## src/rtl/deq_pkg.sv

```systemverilog
package deq_pkg;

  localparam int DEPTH_DEF = 8;
  localparam int WORD_W    = 32;
  localparam int OP_W      = 2;
  localparam int STAT_W    = 2;

  localparam logic [OP_W-1:0] OP_PUSH_FRONT = 2'd0;
  localparam logic [OP_W-1:0] OP_PUSH_BACK  = 2'd1;
  localparam logic [OP_W-1:0] OP_POP_FRONT  = 2'd2;
  localparam logic [OP_W-1:0] OP_POP_BACK   = 2'd3;

  localparam logic [STAT_W-1:0] STAT_OK    = 2'd0;
  localparam logic [STAT_W-1:0] STAT_FULL  = 2'd1;
  localparam logic [STAT_W-1:0] STAT_EMPTY = 2'd2;

  // Broadcast command to every cell; at most one bit is set in a cycle.
  typedef struct packed {
    logic push_front;
    logic push_back;
    logic pop_front;
    logic pop_back;
  } cell_cmd_t;

endpackage

```

## src/rtl/deq_cell.sv

```systemverilog
module deq_cell #(
  parameter int IDX = 0,
  parameter int CW  = 4
) (
  input  logic                         clk,
  input  deq_pkg::cell_cmd_t           cmd,
  input  logic [CW-1:0]                count,
  input  logic [CW-1:0]                count_m1,
  input  logic [deq_pkg::WORD_W-1:0]   push_value,
  input  logic [deq_pkg::WORD_W-1:0]   left_data,
  input  logic [deq_pkg::WORD_W-1:0]   right_data,
  input  logic [deq_pkg::WORD_W-1:0]   right_ret,
  output logic [deq_pkg::WORD_W-1:0]   data,
  output logic [deq_pkg::WORD_W-1:0]   ret
);

  localparam logic [CW-1:0] MY_POS = CW'(IDX);

  logic [deq_pkg::WORD_W-1:0] data_r, data_nxt;
  logic [deq_pkg::WORD_W-1:0] ret_r, ret_nxt;

  always_comb begin
    data_nxt = data_r;
    if (cmd.push_front) begin
      data_nxt = left_data;
    end else if (cmd.pop_front) begin
      data_nxt = right_data;
    end else if (cmd.push_back && (count == MY_POS)) begin
      data_nxt = push_value;
    end
  end

  // Return lane: the tail cell drops its word in, then it walks toward cell 0.
  always_comb begin
    if (cmd.pop_back && (count_m1 == MY_POS)) begin
      ret_nxt = data_r;
    end else begin
      ret_nxt = right_ret;
    end
  end

  always_ff @(posedge clk) begin
    data_r <= data_nxt;
    ret_r  <= ret_nxt;
  end

  assign data = data_r;
  assign ret  = ret_r;

endmodule

```

## src/rtl/double_ended_queue_core.sv

```systemverilog
// Channel | Dir | Ports                          | Transfer carries
// in      | in  | in_tvalid/in_tready            | tuser: operation; tdata: push_value
// out     | out | out_tvalid/out_tready          | tuser: status; tdata: popped_value, occupancy
//
// For push front, push back, pop front and refused operations the result sits
// in the output register the cycle after the transfer.
// Pop back holds the input off while the tail word walks down the return lane
// of the cell row one cell per cycle to reach cell 0.
// Reset (rst_n low, synchronous) empties the queue; cell contents are kept.
// A new item is taken while the output register drains; out_tready low holds
// the result and, once the output register is full, stalls the input.
module double_ended_queue_core #(
  parameter int DEPTH = deq_pkg::DEPTH_DEF,
  localparam int CW    = $clog2(DEPTH + 1),
  localparam int OUT_W = ((deq_pkg::WORD_W + CW + 7) / 8) * 8
) (
  input  logic                          clk,
  input  logic                          rst_n,
  input  logic                          in_tvalid,
  output logic                          in_tready,
  input  logic [deq_pkg::WORD_W-1:0]    in_tdata,   // [31:0] push_value
  input  logic [deq_pkg::OP_W-1:0]      in_tuser,   // [1:0] operation
  output logic                          out_tvalid,
  input  logic                          out_tready,
  output logic [OUT_W-1:0]              out_tdata,  // [31:0] popped_value, then occupancy
  output logic [deq_pkg::STAT_W-1:0]    out_tuser   // [1:0] status
);

  localparam logic ST_IDLE = 1'b0;
  localparam logic ST_BACK = 1'b1;
  localparam logic [CW-1:0] FULL_CNT = CW'(DEPTH);

  // Cell row: cell 0 holds the front word, cell count-1 the back word.
  logic [deq_pkg::WORD_W-1:0] cell_data [DEPTH];
  logic [deq_pkg::WORD_W-1:0] cell_ret  [DEPTH];

  logic                        state_r, state_nxt;
  logic [CW-1:0]               count_r, count_nxt;
  logic [CW-1:0]               wait_r, wait_nxt;
  logic                        out_valid_r, out_valid_nxt;
  logic [deq_pkg::WORD_W-1:0]  out_pop_r, out_pop_nxt;
  logic [deq_pkg::STAT_W-1:0]  out_stat_r, out_stat_nxt;
  logic [CW-1:0]               out_occ_r, out_occ_nxt;

  logic                        accept;
  logic                        is_push;
  logic                        full;
  logic                        empty;
  logic [deq_pkg::STAT_W-1:0]  status;
  logic                        do_op;
  logic [CW-1:0]               count_m1;
  deq_pkg::cell_cmd_t          cmd;

  assign in_tready = (state_r == ST_IDLE) && (!out_valid_r || out_tready);
  assign accept    = in_tvalid && in_tready;
  assign is_push   = in_tuser inside {deq_pkg::OP_PUSH_FRONT, deq_pkg::OP_PUSH_BACK};
  assign full      = (count_r == FULL_CNT);
  assign empty     = (count_r == '0);
  assign count_m1  = count_r - CW'(1);

  // Refuse a push into a full queue and a pop from an empty one.
  always_comb begin
    if (is_push && full) begin
      status = deq_pkg::STAT_FULL;
    end else if (!is_push && empty) begin
      status = deq_pkg::STAT_EMPTY;
    end else begin
      status = deq_pkg::STAT_OK;
    end
  end

  assign do_op          = accept && (status == deq_pkg::STAT_OK);
  assign cmd.push_front = do_op && (in_tuser == deq_pkg::OP_PUSH_FRONT);
  assign cmd.push_back  = do_op && (in_tuser == deq_pkg::OP_PUSH_BACK);
  assign cmd.pop_front  = do_op && (in_tuser == deq_pkg::OP_POP_FRONT);
  assign cmd.pop_back   = do_op && (in_tuser == deq_pkg::OP_POP_BACK);

  for (genvar g = 0; g < DEPTH; g++) begin : g_cell
    logic [deq_pkg::WORD_W-1:0] left_d, right_d, right_r;
    if (g == 0) begin : g_first
      assign left_d = in_tdata;
    end else begin : g_mid_l
      assign left_d = cell_data[g-1];
    end
    if (g == DEPTH - 1) begin : g_last
      assign right_d = cell_data[g];
      assign right_r = '0;
    end else begin : g_mid_r
      assign right_d = cell_data[g+1];
      assign right_r = cell_ret[g+1];
    end
    deq_cell #(
      .IDX (g),
      .CW  (CW)
    ) u_cell (
      .clk        (clk),
      .cmd        (cmd),
      .count      (count_r),
      .count_m1   (count_m1),
      .push_value (in_tdata),
      .left_data  (left_d),
      .right_data (right_d),
      .right_ret  (right_r),
      .data       (cell_data[g]),
      .ret        (cell_ret[g])
    );
  end

  always_comb begin
    state_nxt     = state_r;
    count_nxt     = count_r;
    wait_nxt      = wait_r;
    out_valid_nxt = out_valid_r && !out_tready;
    out_pop_nxt   = out_pop_r;
    out_stat_nxt  = out_stat_r;
    out_occ_nxt   = out_occ_r;
    case (state_r)
      ST_IDLE: begin
        if (accept) begin
          if (do_op) begin
            count_nxt = is_push ? count_r + CW'(1) : count_m1;
          end
          if (cmd.pop_back) begin
            // Wait for the tail word to reach cell 0 of the return lane.
            state_nxt = ST_BACK;
            wait_nxt  = count_m1;
          end else begin
            out_valid_nxt = 1'b1;
            out_pop_nxt   = cmd.pop_front ? cell_data[0] : '0;
            out_stat_nxt  = status;
            out_occ_nxt   = do_op ? (is_push ? count_r + CW'(1) : count_m1) : count_r;
          end
        end
      end
      ST_BACK: begin
        if (wait_r == '0) begin
          state_nxt     = ST_IDLE;
          out_valid_nxt = 1'b1;
          out_pop_nxt   = cell_ret[0];
          out_stat_nxt  = deq_pkg::STAT_OK;
          out_occ_nxt   = count_r;
        end else begin
          wait_nxt = wait_r - CW'(1);
        end
      end
      default: begin
        state_nxt = ST_IDLE;
      end
    endcase
  end

  always_ff @(posedge clk) begin
    if (!rst_n) begin
      state_r     <= ST_IDLE;
      count_r     <= '0;
      wait_r      <= '0;
      out_valid_r <= 1'b0;
    end else begin
      state_r     <= state_nxt;
      count_r     <= count_nxt;
      wait_r      <= wait_nxt;
      out_valid_r <= out_valid_nxt;
    end
  end

  always_ff @(posedge clk) begin
    out_pop_r  <= out_pop_nxt;
    out_stat_r <= out_stat_nxt;
    out_occ_r  <= out_occ_nxt;
  end

  assign out_tvalid = out_valid_r;
  assign out_tuser  = out_stat_r;
  assign out_tdata  = OUT_W'({out_occ_r, out_pop_r});

  a_count_bound: assert property (@(posedge clk) disable iff (!rst_n)
    count_r <= FULL_CNT)
    else $error("queue count above depth");

  a_back_wait: assert property (@(posedge clk) disable iff (!rst_n)
    (state_r == ST_BACK) |-> (wait_r <= count_r))
    else $error("return lane wait exceeds queue count");

  a_refuse_holds: assert property (@(posedge clk) disable iff (!rst_n)
    (accept && (status != deq_pkg::STAT_OK)) |=> (count_r == $past(count_r)))
    else $error("refused operation changed the count");

  a_back_result: assert property (@(posedge clk) disable iff (!rst_n)
    (state_r == ST_BACK && wait_r == '0) |=> (out_tvalid && state_r == ST_IDLE))
    else $error("pop back result not delivered");

endmodule
```

## config.mk

```make
export PLATFORM = sky130hd
export DESIGN_NAME = double_ended_queue_core
export DESIGN_NICKNAME = d
export VERILOG_FILES = /design/src/rtl/deq_pkg.sv /design/src/rtl/deq_cell.sv /design/src/rtl/double_ended_queue_core.sv
export SDC_FILE = /design/constraint.sdc
export NUM_CORES = 1
export LEC_CHECK = 0
export BUFFER_PORTS_ARGS = -buffer_cell sky130_fd_sc_hd__buf_2
export CAP_MARGIN = 5
export CORE_MARGIN = 8
export CORE_UTILIZATION = 60
export CTS_CLUSTER_DIAMETER = 40
export DETAILED_ROUTE_END_ITERATION = 7
export PLACE_DENSITY = 0.89
export SLEW_MARGIN = 15
export SYNTH_ARGS = -nofsm -noshare
export SYNTH_HDL_FRONTEND = slang
export SYNTH_SLANG_ARGS = --single-unit
```

## constraint.sdc

```tcl
create_clock -name clk -period 12.6 [get_ports clk]
set_input_delay 0.63 -clock clk [delete_from_list [all_inputs] [get_ports clk]]
set_output_delay 0.63 -clock clk [all_outputs]
set_load 0.02 [all_outputs]
```

## Word level (Yosys, flattened, before mapping)

Cells that the tools add are included.

| operators by class | value |
|---|---|
| add/subtract/negate cells | 3 |
| equal/unequal tests | 24 |
| reductions and logical operators | 48 |
| bitwise gates (word level) | 1 |
| multiplexer cells | 60 |

Operators by type and width:

| kind | count |
|---|---|
| 2-to-1 mux 32 bit | 35 |
| case mux 32 bit (2 select lines) | 1 |
| equality test 4 x 3 -> 1 bit, second input constant | 8 |
| 2-to-1 mux 4 bit | 8 |
| logical AND 1 bit | 26 |
| nonzero test 3 bit | 7 |
| equality test 4 x 2 -> 1 bit, second input constant | 4 |
| case mux 4 bit (2 select lines) | 2 |
| logical NOT 4 bit | 3 |
| 2-to-1 mux 2 bit | 5 |
| equality test 4 x 1 -> 1 bit, second input constant | 2 |
| subtractor 4 x 1 -> 4 bit, second input constant | 2 |
| 2-to-1 mux 1 bit | 6 |
| != test 2 x 1 -> 1 bit, second input constant | 3 |
| != test 2 bit, second input constant | 3 |
| AND reduction 3 bit | 2 |
| adder 4 x 1 -> 4 bit, second input constant | 1 |
| equality test 2 bit, second input constant | 2 |
| equality test 4 bit, second input constant | 1 |
| logical NOT 2 bit | 2 |
| case mux 1 bit (2 select lines) | 2 |
| case mux 2 bit (2 select lines) | 1 |
| AND reduction 2 bit | 2 |
| nonzero test 2 bit | 2 |
| other kinds (4) | 6 |

| storage, ports and cells | value |
|---|---|
| word-level logic and storage cells | 159 |
| register bits after elaboration | 560 |
| input bits | 38 |

## Depth between registers and ports, before layout

Gate-level depths: netlist of the first run.

| depth | value |
|---|---|
| depth in word-level cells | 13 |
| gate-level depth with buffers | 9 |
| depth with buffers taken out | 7 |

## By module

Synthesis of the first run repeated with hierarchy kept, for this count alone.

| second synthesis, totals | value |
|---|---|
| cells, all modules | 1,861 |
| area total of the unflattened synthesis | 24,756.2 µm² |

Modules (own cells, without submodules):

| module | cells an instance | area an instance (µm²) | instances |
|---|---|---|---|
| deq_cell (g_cell[5].u_cell ...) | 211 | 2,852.7 | 2 |
| deq_cell (g_cell[1].u_cell ...) | 211 | 2,832.7 | 2 |
| deq_cell (g_cell[0].u_cell) | 211 | 2,820.2 | 1 |
| deq_cell (g_cell[7].u_cell) | 210 | 2,812.7 | 1 |
| deq_cell (g_cell[3].u_cell) | 212 | 2,808.9 | 1 |
| deq_cell (g_cell[4].u_cell) | 210 | 2,682.6 | 1 |
| double_ended_queue_core | 174 | 2,260.9 | 1 |

## Worst setup path before layout of the first run

No wires, ideal clock.

| path | value |
|---|---|
| kind | in2reg |
| start point | input in_tuser[1] in the netlist's numbering |
| end point | register g_cell[7].u_cell.data_r, in the netlist g_cell[7].u_cell.data[0] (enable) |
| data required time | 12,130 ps |
| library setup time | 470 ps |
| arrival | 3,886 ps |
| path slack | 8,244 ps |
| buffers on the path | 2 |
| stages | 5 |
| cells stage by stage | buf_4 -> xnor2_1 -> o211ai_4 -> clkbuf_1 -> a211oi_1 |

| between the ends | value |
|---|---|
| longest elaborated chain between the ends | 12 |
| elaborated cells between the ends (all ways) | 18 |
| those cells by class | 3 x eq/ne; 2 x mux; 13 x reduce/logical |

Ends and longest elaborated chain:

| what | RTL line | RTL |
|---|---|---|
| start: declaration | double_ended_queue_core.sv:22 | `input logic [deq_pkg::OP_W-1:0] in_tuser,` |
| equality test 2 x 1 -> 1 bit or logical NOT 2 bit (tied branches) | double_ended_queue_core.sv:56, double_ended_queue_core.sv:74, double_ended_queue_core.sv:73 |  |
| nonzero test 2 bit | double_ended_queue_core.sv:56 | `assign is_push = in_tuser inside {deq_pkg::OP_PUSH_FRONT, deq_pkg::OP_PUSH_BACK};` |
| logical NOT 1 bit | double_ended_queue_core.sv:65 | `end else if (!is_push && empty) begin` |
| logical AND 1 bit | double_ended_queue_core.sv:65 |  |
| 2-to-1 mux 2 bit | double_ended_queue_core.sv:65 |  |
| 2-to-1 mux 2 bit | double_ended_queue_core.sv:63 | `if (is_push && full) begin` |
| logical NOT 2 bit | double_ended_queue_core.sv:72 | `assign do_op = accept && (status == deq_pkg::STAT_OK);` |
| logical AND 1 bit | double_ended_queue_core.sv:72 |  |
| logical AND 1 bit | double_ended_queue_core.sv:74 | `assign cmd.push_back = do_op && (in_tuser == deq_pkg::OP_PUSH_BACK);` |
| logical AND 1 bit | deq_cell.sv:28 | `end else if (cmd.push_back && (count == MY_POS)) begin` |
| nonzero test 2 bit (no source line) | -- |  |
| AND reduction 2 bit (no source line) * | -- |  |
| end signal: assignment | deq_cell.sv:43 | `data_r <= data_nxt;` |
| end: declaration | deq_cell.sv:19 | `logic [deq_pkg::WORD_W-1:0] data_r, data_nxt;` |

Mark *: on every way between the ends. The rest lies on a longest branch, timed or not.
A chain may end at the register's enable or synchronous reset.

## Worst setup path in the final report of the first run

| path | value |
|---|---|
| start point | register count_r[0] |
| end point | register g_cell[1].u_cell.data_r, in the netlist g_cell[1].u_cell.data[11], data pin |

| between the ends | value |
|---|---|
| longest elaborated chain between the ends | 9 |
| elaborated cells between the ends (all ways) | 12 |
| those cells by class | 1 x eq/ne; 4 x mux; 7 x reduce/logical |

Ends and longest elaborated chain:

| what | RTL line | RTL |
|---|---|---|
| start: declaration | double_ended_queue_core.sv:38 | `logic [CW-1:0] count_r, count_nxt;` |
| start signal: assignment | double_ended_queue_core.sv:160 | `count_r <= count_nxt;` |
| logical NOT 4 bit | double_ended_queue_core.sv:58 | `assign empty = (count_r == '0);` |
| logical AND 1 bit | double_ended_queue_core.sv:65 |  |
| 2-to-1 mux 2 bit | double_ended_queue_core.sv:65 |  |
| 2-to-1 mux 2 bit * | double_ended_queue_core.sv:63 |  |
| logical NOT 2 bit * | double_ended_queue_core.sv:72 |  |
| logical AND 1 bit * | double_ended_queue_core.sv:72 |  |
| logical AND 1 bit | double_ended_queue_core.sv:75 | `assign cmd.pop_front = do_op && (in_tuser == deq_pkg::OP_POP_FRONT);` |
| 2-to-1 mux 32 bit | deq_cell.sv:26 | `end else if (cmd.pop_front) begin` |
| 2-to-1 mux 32 bit * | deq_cell.sv:24 | `if (cmd.push_front) begin` |
| via g_cell[1].u_cell.data_nxt (one bit) | deq_cell.sv:19 |  |
| end signal: assignment | deq_cell.sv:43 |  |
| end: declaration | deq_cell.sv:19 |  |

Mark *: on every way through the listed nets, which the timed path passes. The rest lies on a longest branch.

==> impl_metrics.toml, run 1 <==
[cts]
cts.path.max_buffers = 3
cts-hold-fix-buffers = 0
path_clk_slew_ns = 0.06
worstSkewPairLatency_ns = 0.59
cts.sinks = 560
cts_resized = 0
cts_root_buf = "clkbuf_16"
cts_tree = "done"
post_cts_buffers = 0
cts_made_buffers = 57
htree_levels = 2

[layout]
area_growth_pct = 12.7
diodes = 0
num-nets-final = 1649
stdcell_area_sq_um = 24900
drive_above_1_share_pct = 28.4
final_util_pct = 68.2

[worst_setup_path]
critPathBufInv = 2
cp_slowest_stage_delay_ns = 0.63
rrSetupSlack_ns = 8.86
worstPathRequired_ns = 12.97
path_cells = "inv_1 > ha_1 > nand2b_1 > o211ai_4 > nor2_4 > buf_12 > nor2_1 > a21oi_1"
crit_path_end_kind = "flop"
criticalPathCategory = "reg2reg"
critPathArrivalTime_ns = 4.11
path_delay_family = "simple AND/OR/NAND/NOR gates"
startpoint_type = "flop"
critical-path-slowest-cell = "buf_12"
path_max_fanout = 224

[routing]
routed_wl_um = 50800
detail-route-antenna-nets = 0
initialDrtViolationCount = 1135
viasPerCell = 6.22
wl_per_cell_um = 24.0
firstDrtPassIters = 7
vias = 13180
drc = 0

[pwr]
p_leak_nw = 9.84
ir_worst_vdd_mv = 0.100
power_density_nw_per_um2 = 175

[logic_synthesis]
synth_ff_type = "edfxtp_1"
yosysTopAreaCellShare_pct = 40.0
synthTopCellsByCount = "294 x edfxtp_1, 266 x dfxtp_1, 258 x mux2_2, 204 x a21oi_1, 197 x mux2i_1"
synth-seq-cells = 560
ys_async_sr_fraction_pct = 0
ys_seq_area_share_pct = 64.2
yosysMostFrequentCell = "edfxtp_1"
synth_warnings = 0
syn_area_per_cell_sq_um = 14.3
syn_inst = 1540
synth_area_leaders = "edfxtp_1 40%, dfxtp_1 24%, mux2_2 13%"
synth_edf_count = 294
netlist_area_sq_um = 22100
ys_types = 41
synth_top_area_cell = "edfxtp_1"

[sta]
min_period_ns = 3.74
tns_ns = 0
grt_setup_unrepaired = "false"
whs_ns = 0.368
final-hold-violation-count = 0
fin_skew_ns = 0.0197
setup_ws_ns = 8.86
clock.fmax_mhz = 267
worst_pin_slew_ns = 1.24
fin_crit_sh_pct = 29.7
slew_violations = 0
slew_headroom_pct = 16.8
setup_viol = 0

[global_routing]
grt_first_pass_wirelength_um = 77400
grt_start_max_net_pins = 225
grtUsageTotal_pct = 22.7
antenna_found_initial = 1
overflow = 0
grt_pass1_vias = 13404

[placed_design]
portBuffers = 77
place.gp.congestion = 0.802
dp_hpwl_um = 27300
place_area_sq_um = 22900
preCtsSetupSlack_ns = 8.56

[floorplanning]
num_io_pins = 82
initial_utilization_pct = 60.5
placementRows = 70
core_sq_um = 36400
fp.dieH_um = 208
fp.dieW_um = 208
dieArea_sq_um = 43200

[worst_hold_path]
hp-class = "in2reg"

[run_status]
status = "complete, no violations"

[job]
max_cap_viol_count = 0
==> path summary, 6_finish.rpt <==
check	to	from	depth (start not counted)
hold reg to reg	g_cell[3].u_cell.ret[22]	g_cell[4].u_cell.ret[22]	1
setup / recovery	g_cell[1].u_cell.data[11]	count_r[0]	8
setup reg to reg	g_cell[1].u_cell.data[11]	count_r[0]	8
hold / removal	g_cell[0].u_cell.data[11]	in_tdata[11]	2
==> power by group <==
part | switching [W] | internal (W) | leakage, nW
Combinational | 0.000297 | 0.000155 | 4.00
Clock | 0.000702 | 0.00103 | 0.958
Sequential | 0.0000808 | 0.00210 | 4.88
Total | 0.00108 | 0.00328 | 9.84
==> placed cells by master (no fill, tap or decap), types with 4 or more instances in the layout <==
cell type,netlist,final
clkbuf_1,36,10
mux2_1,30,30
a21oi_1,204,198
clkbuf_16,0,58
ha_1,7,7
inv_1,9,9
a22o_1,32,32
a21oi_4,0,6
inv_6,0,5
bufinv_16,0,6
nand2_2,0,4
dfxtp_1,266,265
nor2_1,39,37
conb_1,1,4
edfxtp_1,294,294
xnor2_1,4,4
and2_1,40,39
clkinv_1,0,4
buf_2,38,76
mux2i_1,197,197
clkbuf_8,0,9
mux2_2,258,258
o21ai_0,4,4
nand2_1,18,14
clkinv_2,0,8
nor3_1,5,5
buf_4,8,19
==> area by class of cell <==
cell class | instances | area, sq um
flip-flops and latches | 560 | 14200
fillers | 2313 | 11600
multi-input cells | 879 | 7570
clock buffers | 77 | 1610
well taps | 468 | 586
repair buffers | 97 | 558
clock inverters | 29 | 337
inverters | 9 | 33.8
==> stage by stage <==
stage          total power (W)  instances
6_report               0.00436       2119
5_1_grt                0.00449       2119
4_1_cts                0.00437       2119
3_5_place_dp           0.00265       2013
3_3_place_gp           0.00262       2013
2_1_floorplan          0.00249       1543
==> registers in the layout, summed over array words and instances (netlist names) <==
name                cells
g_cell.u_cell.ret     256
count_r                 4
state_r                 1
g_cell.u_cell.data    256
wait_r                  4
out_tvalid              1
out_tuser               2
out_occ_r               4
out_pop_r              32
==> worst register-to-register path: stages (launching register included) <==
cell and delay, ns:
dfxtp_1 0.53, inv_1 0.18, ha_1 0.32, nand2b_1 0.31
o211ai_4 0.35, nor2_4 0.23, buf_12 0.63, nor2_1 0.60
a21oi_1 0.38
==> per-layer routing <==
layer	vias to the layer above	track usage [%]	part of all wire, %
met4	2	8.91	3.0
met3	124	3.97	7.4
met5	-	0	0.026
met1	6627	28.6	40
li1	5868	-	-
met2	559	38.8	50
==> kinds of logic (layout without fill, tap and decap cells) <==
logic type	count (synthesis)	in the layout	synth area share, %
buffers and inverters	104	212	2.12
and+or+nand+nor	122	122	2.86
muxes	485	485	23.6
DFF	560	560	64.2
AOI/OAI and AO/OA	254	254	6.52
adders and majority gates	7	7	0.397
xor gates and xnor gates	7	7	0.278
other	1	4	0.0170
Note: power is estimated with default switching activity, not from simulation.
==> run 2, diff against run 1 <==
--- a/config.mk
+++ b/config.mk
@@ -5,13 +5,14 @@
 export SDC_FILE = /design/constraint.sdc
 export NUM_CORES = 1
 export LEC_CHECK = 0
+export ABC_AREA = 1
 export BUFFER_PORTS_ARGS = -buffer_cell sky130_fd_sc_hd__buf_2
 export CAP_MARGIN = 5
 export CORE_MARGIN = 8
-export CORE_UTILIZATION = 60
+export CORE_UTILIZATION = 55
 export CTS_CLUSTER_DIAMETER = 40
 export DETAILED_ROUTE_END_ITERATION = 7
-export PLACE_DENSITY = 0.89
+export PLACE_DENSITY = 0.86
 export SLEW_MARGIN = 15
 export SYNTH_ARGS = -nofsm -noshare
 export SYNTH_HDL_FRONTEND = slang
==> constraint.sdc (replaced) <==
create_clock -name clk -period 3.4 [get_ports clk]
set_input_delay 0.17 -clock clk [delete_from_list [all_inputs] [get_ports clk]]
set_output_delay 0.17 -clock clk [all_outputs]
set_load 0.02 [all_outputs]
==> run 2 against run 1 <==
Against the previous run:
- area after synthesis up 0.27%
- setup slack worse by 8.5 ns
- first-iteration DRC count up 130%
- sequential share of layout area down 0.72 points
- critical endpoint is now g_cell[1].u_cell.ret[15]
- largest cell class unchanged
==> impl_metrics.toml, run 2 <==
[run_status]
status = "complete, no violations"

[routing]
wl_per_cell_um = 19.2
routed_wl_um = 58500
firstDrtPassIters = 8
drc = 0
vias = 17399
viasPerCell = 5.72
initialDrtViolationCount = 2600
detail-route-antenna-nets = 0

[placed_design]
preCtsSetupSlack_ns = 0.482
place_area_sq_um = 23100
portBuffers = 77
place.gp.congestion = 0.842
dp_hpwl_um = 34300

[logic_synthesis]
synth-seq-cells = 560
ys_types = 30
synth_edf_count = 294
ys_async_sr_fraction_pct = 0
synth_top_area_cell = "edfxtp_1"
synth_area_leaders = "edfxtp_1 40%, dfxtp_1 24%, nand2_1 16%"
syn_inst = 2391
synthTopCellsByCount = "916 x nand2_1, 332 x nand3_1, 294 x edfxtp_1, 266 x dfxtp_1, 147 x inv_1"
yosysTopAreaCellShare_pct = 39.9
ys_seq_area_share_pct = 64.0
syn_area_per_cell_sq_um = 9.25
synth_warnings = 0
synth_ff_type = "edfxtp_1"
yosysMostFrequentCell = "nand2_1"
netlist_area_sq_um = 22100

[job]
max_cap_viol_count = 0

[layout]
drive_above_1_share_pct = 9.30
final_util_pct = 63.3
final_common_cell = "nand2_1"
stdcell_area_sq_um = 25200
area_growth_pct = 13.8
diodes = 0
final_cell_mix = "915 x nand2_1, 332 x nand3_1, 294 x edfxtp_1"
num-nets-final = 2518

[pwr]
p_leak_nw = 10.4
power.total_w = 0.0152
internal_power_w = 0.0115
power.switching_w = 0.00373
power.share.switching_pct = 24.4
power_frac_seq_pct = 51.2
power_density_nw_per_um2 = 606
clkPwrFrac_pct = 39.2
combPwrFrac_pct = 9.6
ir_worst_vdd_mv = 0.347

[sta]
slew_violations = 0
setup_ws_ns = 0.361
setup_viol = 0
slew_headroom_pct = 43.5
clock.fmax_mhz = 329
min_period_ns = 3.04
fin_skew_ns = 0.0200
final-hold-violation-count = 0
grt_setup_unrepaired = "false"
worst_pin_slew_ns = 0.848
fin_crit_sh_pct = 89.4

[floorplanning]
fp.dieH_um = 217
fp.dieW_um = 217
initial_utilization_pct = 55.7
dieArea_sq_um = 46900
num_io_pins = 82
core_sq_um = 39700
placementRows = 73

[worst_setup_path]
r2r_cells = 13
critPathLaunch = "count_r[0]"
rr_endpoint = "g_cell[1].u_cell.ret[15]"
crit_path_end_kind = "flop"
critPathArrivalTime_ns = 3.50
criticalPathCategory = "reg2reg"
rrSetupSlack_ns = 0.36
crit_end = "g_cell[1].u_cell.ret[15]"
worstPathRequired_ns = 3.86
startpoint_type = "flop"
path_max_fanout = 44
timing.rr.start = "count_r[0]"

[cts]
cts_made_buffers = 52
htree_levels = 2
cts.sinks = 560
cts_tree = "done"
worstSkewPairLatency_ns = 0.58
cts.path.max_buffers = 3
cts_root_buf = "clkbuf_16"
path_clk_slew_ns = 0.07

[global_routing]
grt_pass1_vias = 17245
grtUsageTotal_pct = 24.3
grt_start_max_net_pins = 99
antenna_found_initial = 0
grt_first_pass_wirelength_um = 92000
overflow = 0

[worst_hold_path]
whs_path_depth = 3
hp-class = "in2reg"
-- run 2: worst max-delay path, cell delays in order, from the launching register on --
cell	delay (ns)
dfxtp_1	0.44
inv_1	0.17
ha_1	0.30
nand2_1	0.09
inv_1	0.04
nand2_1	0.09
nand2_2	0.10
nor2_8	0.25
nand2_4	0.14
inv_6	0.33
nand2_2	0.42
buf_12	0.32
nand2_1	0.10
o21ai_1	0.07
-- run 2: logic make-up (layout without fill, tap and decap cells) --
kind of cell	after synthesis	in the layout	synth area share, %
multiplexers	1	1	0.0453
AO/OA/AOI/OAI	215	215	4.86
XOR/XNOR	4	4	0.158
other	1	4	0.0170
buffers and inverters	284	405	5.89
adder cells (fa/ha/maj)	7	7	0.396
AND/OR/NAND/NOR	1319	1319	24.6
flip-flops	560	560	64.0
-- run 2: power groups by stage --
stage          registers (W)  logic [W]  clock network [W]
6_report             0.00781    0.00146            0.00598
5_1_grt              0.00784    0.00157            0.00625
4_1_cts              0.00780    0.00142            0.00600
3_5_place_dp         0.00794    0.00137                  0
3_3_place_gp         0.00792    0.00132                  0
2_1_floorplan        0.00797   0.000808                  0
-- run 2: worst min path at each step --
| stage | end | from | slack [ns] |
|---|---|---|---|
| 2_1_floorplan | wait_r[0] | rst_n | 0.29 |
| 4_1_cts | g_cell[0].u_cell.data[10] | in_tdata[10] | 0.007 |
| 3_3_place_gp | g_cell[5].u_cell.ret[13] | g_cell[6].u_cell.ret[13] | 0.40 |
| 6_report | g_cell[0].u_cell.data[16] | in_tdata[16] | 0.03 |
| 5_1_grt | g_cell[0].u_cell.data[10] | in_tdata[10] | 0.03 |
| 3_5_place_dp | g_cell[4].u_cell.ret[27] | g_cell[5].u_cell.ret[27] | 0.40 |
-- run 2: through the flow --
step | setup TNS [ns] | hold slack, ns | instances
6_report | 0 | 0.0326 | 3040
5_1_grt | 0 | 0.0343 | 3040
4_1_cts | 0 | 0.00724 | 3040
3_5_place_dp | 0 | 0.401 | 2911
3_3_place_gp | 0 | 0.398 | 2911
2_1_floorplan | -187.24 | 0.290 | 2394
-- run 2: area by class of cell --
| cell class | instances | area [sq um] |
|---|---|---|
| Multi-Input combinational cell | 1550 | 6790 |
| Sequential cell | 560 | 14200 |
| Clock buffer | 79 | 1540 |
| Tap cell | 525 | 657 |
| Timing Repair Buffer | 157 | 1230 |
| Fill cell | 2886 | 14600 |
| Inverter | 152 | 581 |
| Clock inverter | 17 | 221 |
-- run 2: metal layers --
layer / vias up / track usage [%] / part of all wire [%]
li1: 7972 / - / -
met1: 8101 / 30.0 / 36
met2: 1122 / 40.5 / 47
met3: 204 / 5.52 / 12
met4: 0 / 10.5 / 4.2
met5: - / 0 / 0
-- run 2: timing repair --
item | CTS | global route
hold endpoints to repair | 55 | 0
hold buffers | 33 | 0
resized for setup | 0 | 0
setup buffers | 0 | 0
